--- config.mk ---
export PLATFORM = sky130hd
export DESIGN_NAME = dtg_outbuf
export DESIGN_NICKNAME = d
export VERILOG_FILES = /design/src/rtl/core/dtg_pkg.sv /design/src/rtl/core/dtg_outbuf.sv
export SDC_FILE = /design/constraint.sdc
export NUM_CORES = 1
export LEC_CHECK = 0
export BUFFER_PORTS_ARGS = -buffer_cell sky130_fd_sc_hd__buf_4
export CAP_MARGIN = 10
export CORE_MARGIN = 1
export CORE_UTILIZATION = 57
export DETAILED_ROUTE_END_ITERATION = 8
export PLACE_DENSITY_LB_ADDON = 0.3
export SLEW_MARGIN = 20
export SYNTH_ARGS = -nofsm -noshare
export SYNTH_HDL_FRONTEND = slang
export SYNTH_SLANG_ARGS = --single-unit
--- constraint.sdc ---
create_clock -name clk -period 2.7 [get_ports clk]
set_input_delay 0.27 -clock clk [delete_from_list [all_inputs] [get_ports clk]]
set_output_delay 0.27 -clock clk [all_outputs]
set_load 0.03 [all_outputs]
--- src/rtl/core/dtg_pkg.sv ---
package dtg_pkg;

	localparam int PHASE_BITS_DEF  = 48;
	localparam int TABLE_DEPTH_DEF = 65536;

	localparam int SAMPLE_BITS = 14;
	localparam int DATA_BITS   = 32;
	localparam int LOOKUP_BITS = 16;
	localparam int CTRL_BITS   = 9;
	localparam int OPC_BITS    = 2;
	localparam int IDX_BITS    = 3;

	localparam logic [OPC_BITS-1:0] OP_TICK  = 2'd0;
	localparam logic [OPC_BITS-1:0] OP_WRITE = 2'd1;
	localparam logic [OPC_BITS-1:0] OP_READ  = 2'd2;

	localparam logic [IDX_BITS-1:0] IDX_CTRL    = 3'd0;
	localparam logic [IDX_BITS-1:0] IDX_TUNE_LO = 3'd1;
	localparam logic [IDX_BITS-1:0] IDX_TUNE_HI = 3'd2;
	localparam logic [IDX_BITS-1:0] IDX_OFFSET  = 3'd3;
	localparam logic [IDX_BITS-1:0] IDX_TADDR   = 3'd4;
	localparam logic [IDX_BITS-1:0] IDX_TDATA   = 3'd5;
	localparam logic [IDX_BITS-1:0] IDX_STATUS  = 3'd6;

	localparam int CTRL_EN_BIT    = 0;
	localparam int CTRL_WMODE_BIT = 8;

	localparam int OUT_DEPTH    = 4;
	localparam int OUT_CNT_BITS = $clog2(OUT_DEPTH + 1);
	localparam int OUT_PTR_BITS = $clog2(OUT_DEPTH);

	typedef struct packed {
		logic                   tick_en;
		logic                   sample_valid;
		logic                   read_valid;
		logic [DATA_BITS-1:0]   read_data;
		logic [LOOKUP_BITS-1:0] phase_top;
		logic [LOOKUP_BITS-1:0] shift;
	} item_t;

	typedef struct packed {
		logic                   we;
		logic [LOOKUP_BITS-1:0] addr;
		logic [SAMPLE_BITS-1:0] data;
	} table_wr_t;

	typedef struct packed {
		logic [SAMPLE_BITS-1:0] sample;
		logic                   sample_valid;
		logic [DATA_BITS-1:0]   read_data;
		logic                   read_valid;
	} result_t;

endpackage

--- src/rtl/core/dtg_outbuf.sv ---
module dtg_outbuf (
	input  logic             clk,
	input  logic             arst_n,
	input  logic             in_fire,
	input  logic             res_valid,
	input  dtg_pkg::result_t res,
	input  logic             out_ready,
	output logic             in_ready,
	output logic             out_valid,
	output dtg_pkg::result_t out_res
);

	dtg_pkg::result_t                   fifo_q [dtg_pkg::OUT_DEPTH];
	logic [dtg_pkg::OUT_PTR_BITS-1:0]   wr_ptr_q;
	logic [dtg_pkg::OUT_PTR_BITS-1:0]   rd_ptr_q;
	logic [dtg_pkg::OUT_CNT_BITS-1:0]   count_q;
	logic [dtg_pkg::OUT_CNT_BITS-1:0]   inflight_q;
	logic                               out_fire;

	// Items in the pipeline and in the buffer are counted together, so the buffer
	// can never overflow and the input ready never depends on the output ready.
	assign in_ready  = (inflight_q < dtg_pkg::OUT_CNT_BITS'(dtg_pkg::OUT_DEPTH));
	assign out_valid = (count_q != '0);
	assign out_fire  = out_valid & out_ready;
	assign out_res   = fifo_q[rd_ptr_q];

	always_ff @(posedge clk or negedge arst_n) begin
		if (!arst_n) begin
			wr_ptr_q   <= '0;
			rd_ptr_q   <= '0;
			count_q    <= '0;
			inflight_q <= '0;
		end else begin
			if (res_valid) begin
				wr_ptr_q <= wr_ptr_q + 1'b1;
			end
			if (out_fire) begin
				rd_ptr_q <= rd_ptr_q + 1'b1;
			end
			count_q    <= count_q + dtg_pkg::OUT_CNT_BITS'(res_valid) -
					dtg_pkg::OUT_CNT_BITS'(out_fire);
			inflight_q <= inflight_q + dtg_pkg::OUT_CNT_BITS'(in_fire) -
					dtg_pkg::OUT_CNT_BITS'(out_fire);
		end
	end

	always_ff @(posedge clk) begin
		if (res_valid) begin
			fifo_q[wr_ptr_q] <= res;
		end
	end

endmodule

==> reports/results.ini <==
[route]
first_pass_iters = 6
ant_nets = 0
via_per_inst = 5.40
wire_per_inst_um = 19.4
drc_errors = 0
vias = 3499
wirelength_um = 12500
drt-initial-drc-count = 186

[global_routing]
grt_max_degree = 50
antenna_found_initial = 0
grt_pass1_vias = 3758
grt.busiest_layer = met2
grt_pass1_wl_um = 19000
use_met2_pct = 34.0
use_met1_pct = 24.2
grtUsageTotal_pct = 19.0
grt-ovfl-total = 0
grt_util_met3_pct = 3.66

[yosys]
synthMuxAreaShare_pct = 14.3
synth_area_leaders = edfxtp_1 (77%), mux4_2 (14%), dfrtp_1 (3.3%), buf_12 (1.3%), ha_1 (1.3%)
yosysSeqAreaShare_pct = 79.8
synth_top_family_by_area = multiplexers
syn_inst = 298
ys_ff_latch = 202
ys_warn_count = 0
yosysTopAreaCell = edfxtp_1
syn_avg_cell_area_um2 = 25.3
synth_compound_area_share_pct = 0.299
synth_xor_area_share_pct = 0.814
synth_fa_ha_area_share_pct = 1.86
synth_nets = 361
syn-cell-area_um2 = 7540
netlist-cell-type-count = 18
synthSimpleGateAreaFrac_pct = 0.465
yosysTopAreaCellShare_pct = 76.5

[layout]
final_cells = 648
antennaDiodeCount = 0
drive_gt1_share_pct = 40.3
layout.nets = 525
layout_commonest_cell = edfxtp_1
syn_to_final_growth_pct = 27.4
final_cell_mix = edfxtp_1 (192), buf_4 (106), mux4_2 (48)
final_util_pct = 75.2

[pwr]
ir_worst_vdd_uv = 832
cellLeakagePower_nw = 3.41
swShare_pct = 31.8
internal_power_mw = 7.49
share_comb_of_total_power_pct = 35.9
power.net_switching_mw = 3.50
p_clk_share_pct = 24.3
power_frac_seq_pct = 39.8
power_density_nw_per_um2 = 1140

[clocking]
numCtsBuffers = 20
cts-root-buf = clkbuf_16
clockBufferDepth = 3
cts.sinks = 202
clk_latency_ps = 470
cts_tree = done
cts_setup_buffers = 0
clk_pin_slew_ps = 60
htree_levels = 1

[timing]
slew_headroom_pct = 62.5
rsz0062_at_grt = no
finalSetupTns_ps = 0
fin_crit_sh_pct = 90.4
hold_ws_ps = 9.87
finalHoldViolations = 0
worstMarginPinSlew_ps = 562
fmax_mhz = 410
drv_slew = 0
finalClockSkew_ps = 8.12
setup_viol = 0
min_period_ps = 2440

[worst_setup_path]
rr_startpoint = count_q[1]
cp.required_ps = 2430
worstSetupEndpointType = output pin
cp.arrival_ps = 2170
worstSetupStartpoint = rd_ptr_q[0]
worstPathMaxFanout = 17
reg2reg_to = count_q[2]
cp-endpoint = out_res[39]
rrSetupSlack_ps = 590
cp-start-kind = flop
reg2reg_depth = 8
critPathKind = reg2out

[die]
initial_core_util_pct = 59.0
die_h_um = 117
die_x_um = 117
core-area_um2 = 12800
placementRows = 41
num_io_pins = 103
dieArea_um2 = 13700

[run_status]
outcome = finished, final reports clean

[place]
port_buffers = 102
gp_congestion = 0.706
dpl.cell_count = 572
dp_hpwl_um = 7300

[flow_run]
drv_cap = 0

[worst_hold_path]
hold_class = in2reg

-- worst min-delay path by stage --
stage / startpoint / to / slack, ps / cells after the start
after floorplan: arst_n / count_q[0] / -30 / 0
after global placement: arst_n / inflight_q[2] / 110 / 1
after detailed placement: arst_n / inflight_q[2] / 110 / 1
after CTS: res[10] / fifo_q[2][10] / 0.5 / 1
after global routing: res[13] / fifo_q[2][13] / 0.3 / 1
final: res[6] / fifo_q[0][6] / 10 / 1
-- kinds of logic (layout without fill, tap and decap cells) --
logic type / after synthesis / count (layout)
flops: 202 / 202
mux: 48 / 48
buf+inv: 22 / 200
fa+ha+maj: 10 / 10
xor+xnor: 7 / 7
simple gates: 6 / 6
compound gates: 3 / 3
-- worst max-delay path, cell delays in order, from the launching register on --
cell,delay (ps)
dfrtp_4,650
buf_4,310
mux4_2,560
buf_4,190
-- Yosys cell counts --
master	instances
buf_4	1
mux4_2	48
o311ai_0	1
edfxtp_1	192
or3_1	1
buf_12	5
and2_1	4
ha_1	8
xnor2_1	4
o31a_1	1
buf_2	4
buf_6	1
xor2_1	3
fa_1	2
nand2_1	1
dfrtp_1	10
inv_1	11
o21ai_0	1
-- cell type report --
| type | count | area, um^2 |
|---|---|---|
| clock buffer | 29 | 566 |
| multi-input combinational | 74 | 1350 |
| clock inverter | 7 | 80.1 |
| sequential | 202 | 6020 |
| timing repair buffer | 153 | 1340 |
| tap | 172 | 215 |
| inverter | 11 | 41.3 |
| fill | 717 | 3170 |
-- per-layer routing --
metal	up-vias	wire [um]
li1	1578	-
met1	1801	5130
met2	105	6560
met3	15	708
met4	0	146
met5	-	0
-- power by group through the flow --
stage / registers [mW] / clock network, mW / logic (mW)
2_1_floorplan: 4.32 / 0 / 2.83
3_3_place_gp: 4.39 / 0 / 3.92
3_5_place_dp: 4.44 / 0 / 3.95
4_1_cts: 4.38 / 2.73 / 4.01
5_1_grt: 4.43 / 2.83 / 4.22
6_report: 4.37 / 2.67 / 3.95
-- state kept, by name, summed over array words and instances (netlist names) --
name,flops
fifo_q,192
count_q,3
inflight_q,3
rd_ptr_q,2
wr_ptr_q,2
-- stage by stage --
step	power [mW]	setup slack [ps]	instance area [um^2]
floorplan	7.14	527	7540
global placement	8.31	686	8560
detailed placement	8.39	599	8560
CTS	11.1	191	9560
global route	11.5	132	9600
finish	11.0	258	9600
-- timing repair --
action | 4_1_cts | 5_1_grt
endpoints found under the hold margin | 143 | 13
resized for setup | 0 | 0
hold buffers | 36 | 4
No activity file was read; power rests on OpenSTA's default activity.
