**src/rtl/core/dtg_pkg.sv**
```systemverilog
package dtg_pkg;

	localparam int PHASE_BITS_DEF  = 48;
	localparam int TABLE_DEPTH_DEF = 65536;

	localparam int SAMPLE_BITS = 14;
	localparam int DATA_BITS   = 32;
	localparam int LOOKUP_BITS = 16;
	localparam int CTRL_BITS   = 9;
	localparam int OPC_BITS    = 2;
	localparam int IDX_BITS    = 3;

	localparam logic [OPC_BITS-1:0] OP_TICK  = 2'd0;
	localparam logic [OPC_BITS-1:0] OP_WRITE = 2'd1;
	localparam logic [OPC_BITS-1:0] OP_READ  = 2'd2;

	localparam logic [IDX_BITS-1:0] IDX_CTRL    = 3'd0;
	localparam logic [IDX_BITS-1:0] IDX_TUNE_LO = 3'd1;
	localparam logic [IDX_BITS-1:0] IDX_TUNE_HI = 3'd2;
	localparam logic [IDX_BITS-1:0] IDX_OFFSET  = 3'd3;
	localparam logic [IDX_BITS-1:0] IDX_TADDR   = 3'd4;
	localparam logic [IDX_BITS-1:0] IDX_TDATA   = 3'd5;
	localparam logic [IDX_BITS-1:0] IDX_STATUS  = 3'd6;

	localparam int CTRL_EN_BIT    = 0;
	localparam int CTRL_WMODE_BIT = 8;

	localparam int OUT_DEPTH    = 4;
	localparam int OUT_CNT_BITS = $clog2(OUT_DEPTH + 1);
	localparam int OUT_PTR_BITS = $clog2(OUT_DEPTH);

	typedef struct packed {
		logic                   tick_en;
		logic                   sample_valid;
		logic                   read_valid;
		logic [DATA_BITS-1:0]   read_data;
		logic [LOOKUP_BITS-1:0] phase_top;
		logic [LOOKUP_BITS-1:0] shift;
	} item_t;

	typedef struct packed {
		logic                   we;
		logic [LOOKUP_BITS-1:0] addr;
		logic [SAMPLE_BITS-1:0] data;
	} table_wr_t;

	typedef struct packed {
		logic [SAMPLE_BITS-1:0] sample;
		logic                   sample_valid;
		logic [DATA_BITS-1:0]   read_data;
		logic                   read_valid;
	} result_t;

endpackage

```
**src/rtl/core/dtg_regs.sv**
```systemverilog
module dtg_regs #(
	parameter int PHASE_BITS = dtg_pkg::PHASE_BITS_DEF
) (
	input  logic                           clk,
	input  logic                           arst_n,
	input  logic                           accept,
	input  logic [dtg_pkg::OPC_BITS-1:0]   opcode,
	input  logic [dtg_pkg::IDX_BITS-1:0]   reg_index,
	input  logic [dtg_pkg::DATA_BITS-1:0]  write_data,
	output logic                           valid_s1,
	output dtg_pkg::item_t                 item_s1,
	output dtg_pkg::table_wr_t             table_wr
);

	logic [PHASE_BITS-1:0]               phase_q;
	logic [PHASE_BITS-1:0]               tune_q;
	logic [PHASE_BITS-1:0]               phase_sum;
	logic [dtg_pkg::LOOKUP_BITS-1:0]     shift_q;
	logic [dtg_pkg::LOOKUP_BITS-1:0]     taddr_q;
	logic [dtg_pkg::CTRL_BITS-1:0]       ctrl_q;
	logic [63:0]                         tune_ext;
	logic [63:0]                         tune_lo_wr;
	logic [63:0]                         tune_hi_wr;
	logic [dtg_pkg::DATA_BITS-1:0]       rd_mux;
	logic                                is_tick;
	logic                                is_write;
	logic                                is_read;

	assign is_tick  = (opcode == dtg_pkg::OP_TICK);
	assign is_write = (opcode == dtg_pkg::OP_WRITE);
	assign is_read  = (opcode == dtg_pkg::OP_READ);

	assign tune_ext   = 64'(tune_q);
	assign tune_lo_wr = {tune_ext[63:32], write_data};
	assign tune_hi_wr = {write_data, tune_ext[31:0]};
	assign phase_sum  = phase_q + tune_q;

	always_comb begin
		unique case (reg_index)
			dtg_pkg::IDX_CTRL:    rd_mux = 32'(ctrl_q);
			dtg_pkg::IDX_TUNE_LO: rd_mux = tune_ext[31:0];
			dtg_pkg::IDX_TUNE_HI: rd_mux = tune_ext[63:32];
			dtg_pkg::IDX_OFFSET:  rd_mux = 32'(shift_q);
			dtg_pkg::IDX_TADDR:   rd_mux = 32'(taddr_q);
			dtg_pkg::IDX_STATUS:  rd_mux = {30'd0, ctrl_q[dtg_pkg::CTRL_WMODE_BIT],
					ctrl_q[dtg_pkg::CTRL_EN_BIT]};
			default:              rd_mux = '0;
		endcase
	end

	always_ff @(posedge clk or negedge arst_n) begin
		if (!arst_n) begin
			phase_q <= '0;
			tune_q  <= '0;
			shift_q <= '0;
			taddr_q <= '0;
			ctrl_q  <= '0;
		end else if (accept) begin
			if (is_tick) begin
				if (ctrl_q[dtg_pkg::CTRL_EN_BIT]) begin
					phase_q <= phase_sum;
				end else begin
					phase_q <= '0;
				end
			end else if (is_write) begin
				unique case (reg_index)
					dtg_pkg::IDX_CTRL:    ctrl_q  <= write_data[dtg_pkg::CTRL_BITS-1:0];
					dtg_pkg::IDX_TUNE_LO: tune_q  <= tune_lo_wr[PHASE_BITS-1:0];
					dtg_pkg::IDX_TUNE_HI: tune_q  <= tune_hi_wr[PHASE_BITS-1:0];
					dtg_pkg::IDX_OFFSET:  shift_q <= write_data[dtg_pkg::LOOKUP_BITS-1:0];
					dtg_pkg::IDX_TADDR:   taddr_q <= write_data[dtg_pkg::LOOKUP_BITS-1:0];
					default: ;
				endcase
			end
		end
	end

	always_ff @(posedge clk or negedge arst_n) begin
		if (!arst_n) begin
			valid_s1 <= 1'b0;
		end else begin
			valid_s1 <= accept;
		end
	end

	always_ff @(posedge clk) begin
		if (accept) begin
			item_s1.tick_en      <= is_tick & ctrl_q[dtg_pkg::CTRL_EN_BIT];
			item_s1.sample_valid <= is_tick;
			item_s1.read_valid   <= is_read;
			item_s1.read_data    <= is_read ? rd_mux : '0;
			item_s1.phase_top    <= phase_sum[PHASE_BITS-1 -: dtg_pkg::LOOKUP_BITS];
			item_s1.shift        <= shift_q;
		end
	end

	assign table_wr.we   = accept & is_write & (reg_index == dtg_pkg::IDX_TDATA) &
			ctrl_q[dtg_pkg::CTRL_WMODE_BIT];
	assign table_wr.addr = taddr_q;
	assign table_wr.data = write_data[dtg_pkg::SAMPLE_BITS-1:0];

endmodule

```
**config.mk**
```make
export PLATFORM = sky130hd
export DESIGN_NAME = dtg_regs
export DESIGN_NICKNAME = d
export VERILOG_FILES = /design/src/rtl/core/dtg_pkg.sv /design/src/rtl/core/dtg_regs.sv
export SDC_FILE = /design/constraint.sdc
export NUM_CORES = 1
export LEC_CHECK = 0
export ABC_CLOCK_PERIOD_IN_PS = 6200
export BUFFER_PORTS_ARGS = -buffer_cell sky130_fd_sc_hd__buf_2
export CORE_AREA = 2 2 151 153
export CTS_BUF_LIST = sky130_fd_sc_hd__clkbuf_8 sky130_fd_sc_hd__clkbuf_16
export DETAILED_ROUTE_END_ITERATION = 16
export DIE_AREA = 0 0 153 155
export PLACE_DENSITY = 0.69
export RECOVER_POWER = 50
export SYNTH_ARGS = -nofsm -noshare
export SYNTH_HDL_FRONTEND = slang
export SYNTH_SLANG_ARGS = --single-unit
```
**constraint.sdc**
```tcl
create_clock -name clk -period 6.2 [get_ports clk]
set_input_delay 1.55 -clock clk [delete_from_list [all_inputs] [get_ports clk]]
set_output_delay 1.55 -clock clk [all_outputs]
set_load 0.05 [all_outputs]
```
==> results.md <==
- Fin nets: 1234
- Static Leak: 5.83 nW
- Ant. Diodes: 0
- Power, Total: 4.19 mW
- Vias: 8410
- WHS Path Cells: 0
- Detailed placer's ending HPWL: 19.2 mm
- GRT Total Usage: 0.233
- Setup_tns: 0 ps
- Final period utilization: 0.726
- Yosys cell types: 63
- Slew @ Worst Pin: 3040 ps
- Syn Area/Cell: 10.4 sq um
- Asr flop ratio synth: 0.673
- Aggregate routed wire length: 27.8 mm
- Clock Latency Late Sink: 540 ps
- Critical path's top delay family: buffers and inverters
- Worst setup EP type: async pin
- Crit start category: input pin
- Synth Warn #: 0
- GP Congestion: 0.907
- FP Rows: 55
- PortBufs: 138
- TritonCTS Buffers: 23
- CP bufs+invs: 2
- Crit-path slowest cell: clkbuf_1
- CTS tree: built
- Total grt overflow: 0
- Worst-case clock buffer depth: 3
- Drt wl/cell: 19.2 microns
- Core area: 22200 sq um
- Hold Path End: item_s1[15]
- Unrepaired setup endpoints after global routing: false
- Pwr per Cell Area: 338 nW/um^2
- EDFF count, synth: 67
- Final Hold Viols: 0
- Status: finished, violations left
- Share of layout cells above drive strength 1: 0.211
- Register area share after synthesis: 0.500
- Max-slew headroom: -1.03
- Post_cts resized: 0
- Most used DFF post-synth: dfrtp_1
- Layout area overhead: 13.5%
- Via-to-Cell Ratio: 5.81
- Worst-path cell chain: buf_6 -> clkbuf_1
- Post-Syn Area: 10900 sq um
- Max_cap viols: 2
- Yosys reg bits: 205
- Max frequency: 222 MHz
- DR iter-0 viols: 626
- Clock sinks: 205
- Worst Hold Launch: shift_q[15]
- Remaining DRCs: 0
- CP required: 6150 ps
- Area contributors post-synth: dfrtp_1, edfxtp_1, mux2_2, ha_1, nand2_1
- Setup Skew: 24.5 ps
- CTS Hold Buffers Added: 0
- Min-delay worst type: reg2reg
- Clock-pin slew on the worst setup and hold paths: 60 ps
- Crit Path Max Fanout: 86
- Mapped Nets: 1143
- Area leader, netlist: dfrtp_1
- Root Driver: clkbuf_16
- Failing checks: max-capacitance violations, max-slew violations
- RR Startpoint: tune_q[0]
- Synthesized netlist cell count: 1055
- Worst R2R Setup Slack: 2740 ps
- Die W: 153 microns
- Crit path kind: in2async
- Largest net degree at the start of global routing: 87
- Die Y: 155 microns
- Die ar.: 23700 sq um
- Crit path time final: 4500 ps
- Post-CTS Setup Repair Bufs: 0
- Vias in the first global route: 8165
- CTS H-Tree Depth: 1
- Crit-path max cell delay: 2200 ps
- R2R depth: 12
- Max VDD drop: 192 uV
- Max-slew violation count: 94
- Initial antenna violation count: 0
- Post-route ant nets: 0
- Finish-stage setup viols: 0
- Yosys top cell area share: 0.316
- Critical Path AT: 4450 ps
- Global-route wire length before repair: 44.7 mm
- Initial DRT Pass Iterations: 5
- Initial Utilization: 0.492
- Reg2reg end: phase_q[36]
- I/O pin count: 139
-- layout make-up --
type	instances	area [sq um]
Tap cell	285	357
Clock buffer	26	617
Timing Repair Buffer	148	762
Clock inverter	16	82.6
Inverter	18	67.6
Fill cell	1978	9820
Sequential cell	205	5470
Multi-Input combinational cell	750	5050
-- power by group --
group	switching (mW)	leakage [nW]	internal (mW)
Clock	0.559	0.387	0.712
Combinational	0.762	2.95	0.367
Sequential	0.167	2.50	1.63
-- routing by layer --
layer / routed length (microns) / GRT usage
met5: 0 / 0
met2: 13500 / 0.390
met3: 1220 / 0.0231
met4: 458 / 0.0591
met1: 12600 / 0.328
-- metrics by stage --
step           hold slack, ps   util  area [sq um]  setup slack, ps  cells
2_1_floorplan             438      -         10900             2040   1055
3_3_place_gp              456  0.527         11700             1810   1406
3_5_place_dp              464  0.527         11700             1800   1406
4_1_cts                   476  0.559         12400             1790   1448
5_1_grt                   494  0.558         12400             1070   1448
6_report                  478  0.558         12400             1700   1448
-- worst max path at each step --
stage | start | end | slack [ps] | cells past startpoint
after floorplan | reg_index[0] | table_wr[30] | 2040 | 3
after global placement | accept | table_wr[30] | 1810 | 5
after detailed placement | accept | table_wr[30] | 1800 | 5
after CTS | accept | table_wr[30] | 1790 | 5
after global routing | arst_n | phase_q[44] | 1070 | 2
final | arst_n | phase_q[44] | 1700 | 2
-- flip-flops by register name, summed over array words and instances, names as in the netlist --
name,count
tune_q,48
shift_q,16
taddr_q,16
item_s1,67
valid_s1,1
phase_q,48
ctrl_q,9
-- cell families (layout without fill, tap and decap cells) --
family / after synthesis / after routing / share of synthesized area
flip-flops: 205 / 205 / 0.500
AO/OA/AOI/OAI: 291 / 291 / 0.175
buffers and inverters: 100 / 208 / 0.0391
multiplexers: 69 / 69 / 0.0710
AND/OR/NAND/NOR: 296 / 296 / 0.123
XOR/XNOR: 46 / 46 / 0.0368
adder cells (fa/ha/maj): 48 / 48 / 0.0556
-- cells in the final DEF, fill, tap and decap left out, types with 24 or more instances in the layout --
cell and count:
a21oi_1 66, ha_1 47, mux2_2 58, nor2_1 55, inv_1 29, nand2_1 146
o21ai_0 77, and3_1 24, edfxtp_1 67, buf_2 135, a21o_1 30, dfrtp_1 138
-- synthesized netlist by cell type, drive strengths merged (10+ instances only) --
| cell type | number |
|---|---|
| a21o | 30 |
| and3 | 24 |
| o21bai | 11 |
| clkbuf | 64 |
| xnor2 | 23 |
| edfxtp | 67 |
| mux2i | 10 |
| mux2 | 58 |
| nand4 | 18 |
| o21ai | 86 |
| a21oi | 66 |
| nand3 | 10 |
| inv | 18 |
| nand2 | 146 |
| a22o | 15 |
| ha | 47 |
| a22oi | 18 |
| xor2 | 23 |
| nor2 | 55 |
| dfrtp | 138 |
| buf | 18 |
Power figures use the tool's default switching activity.
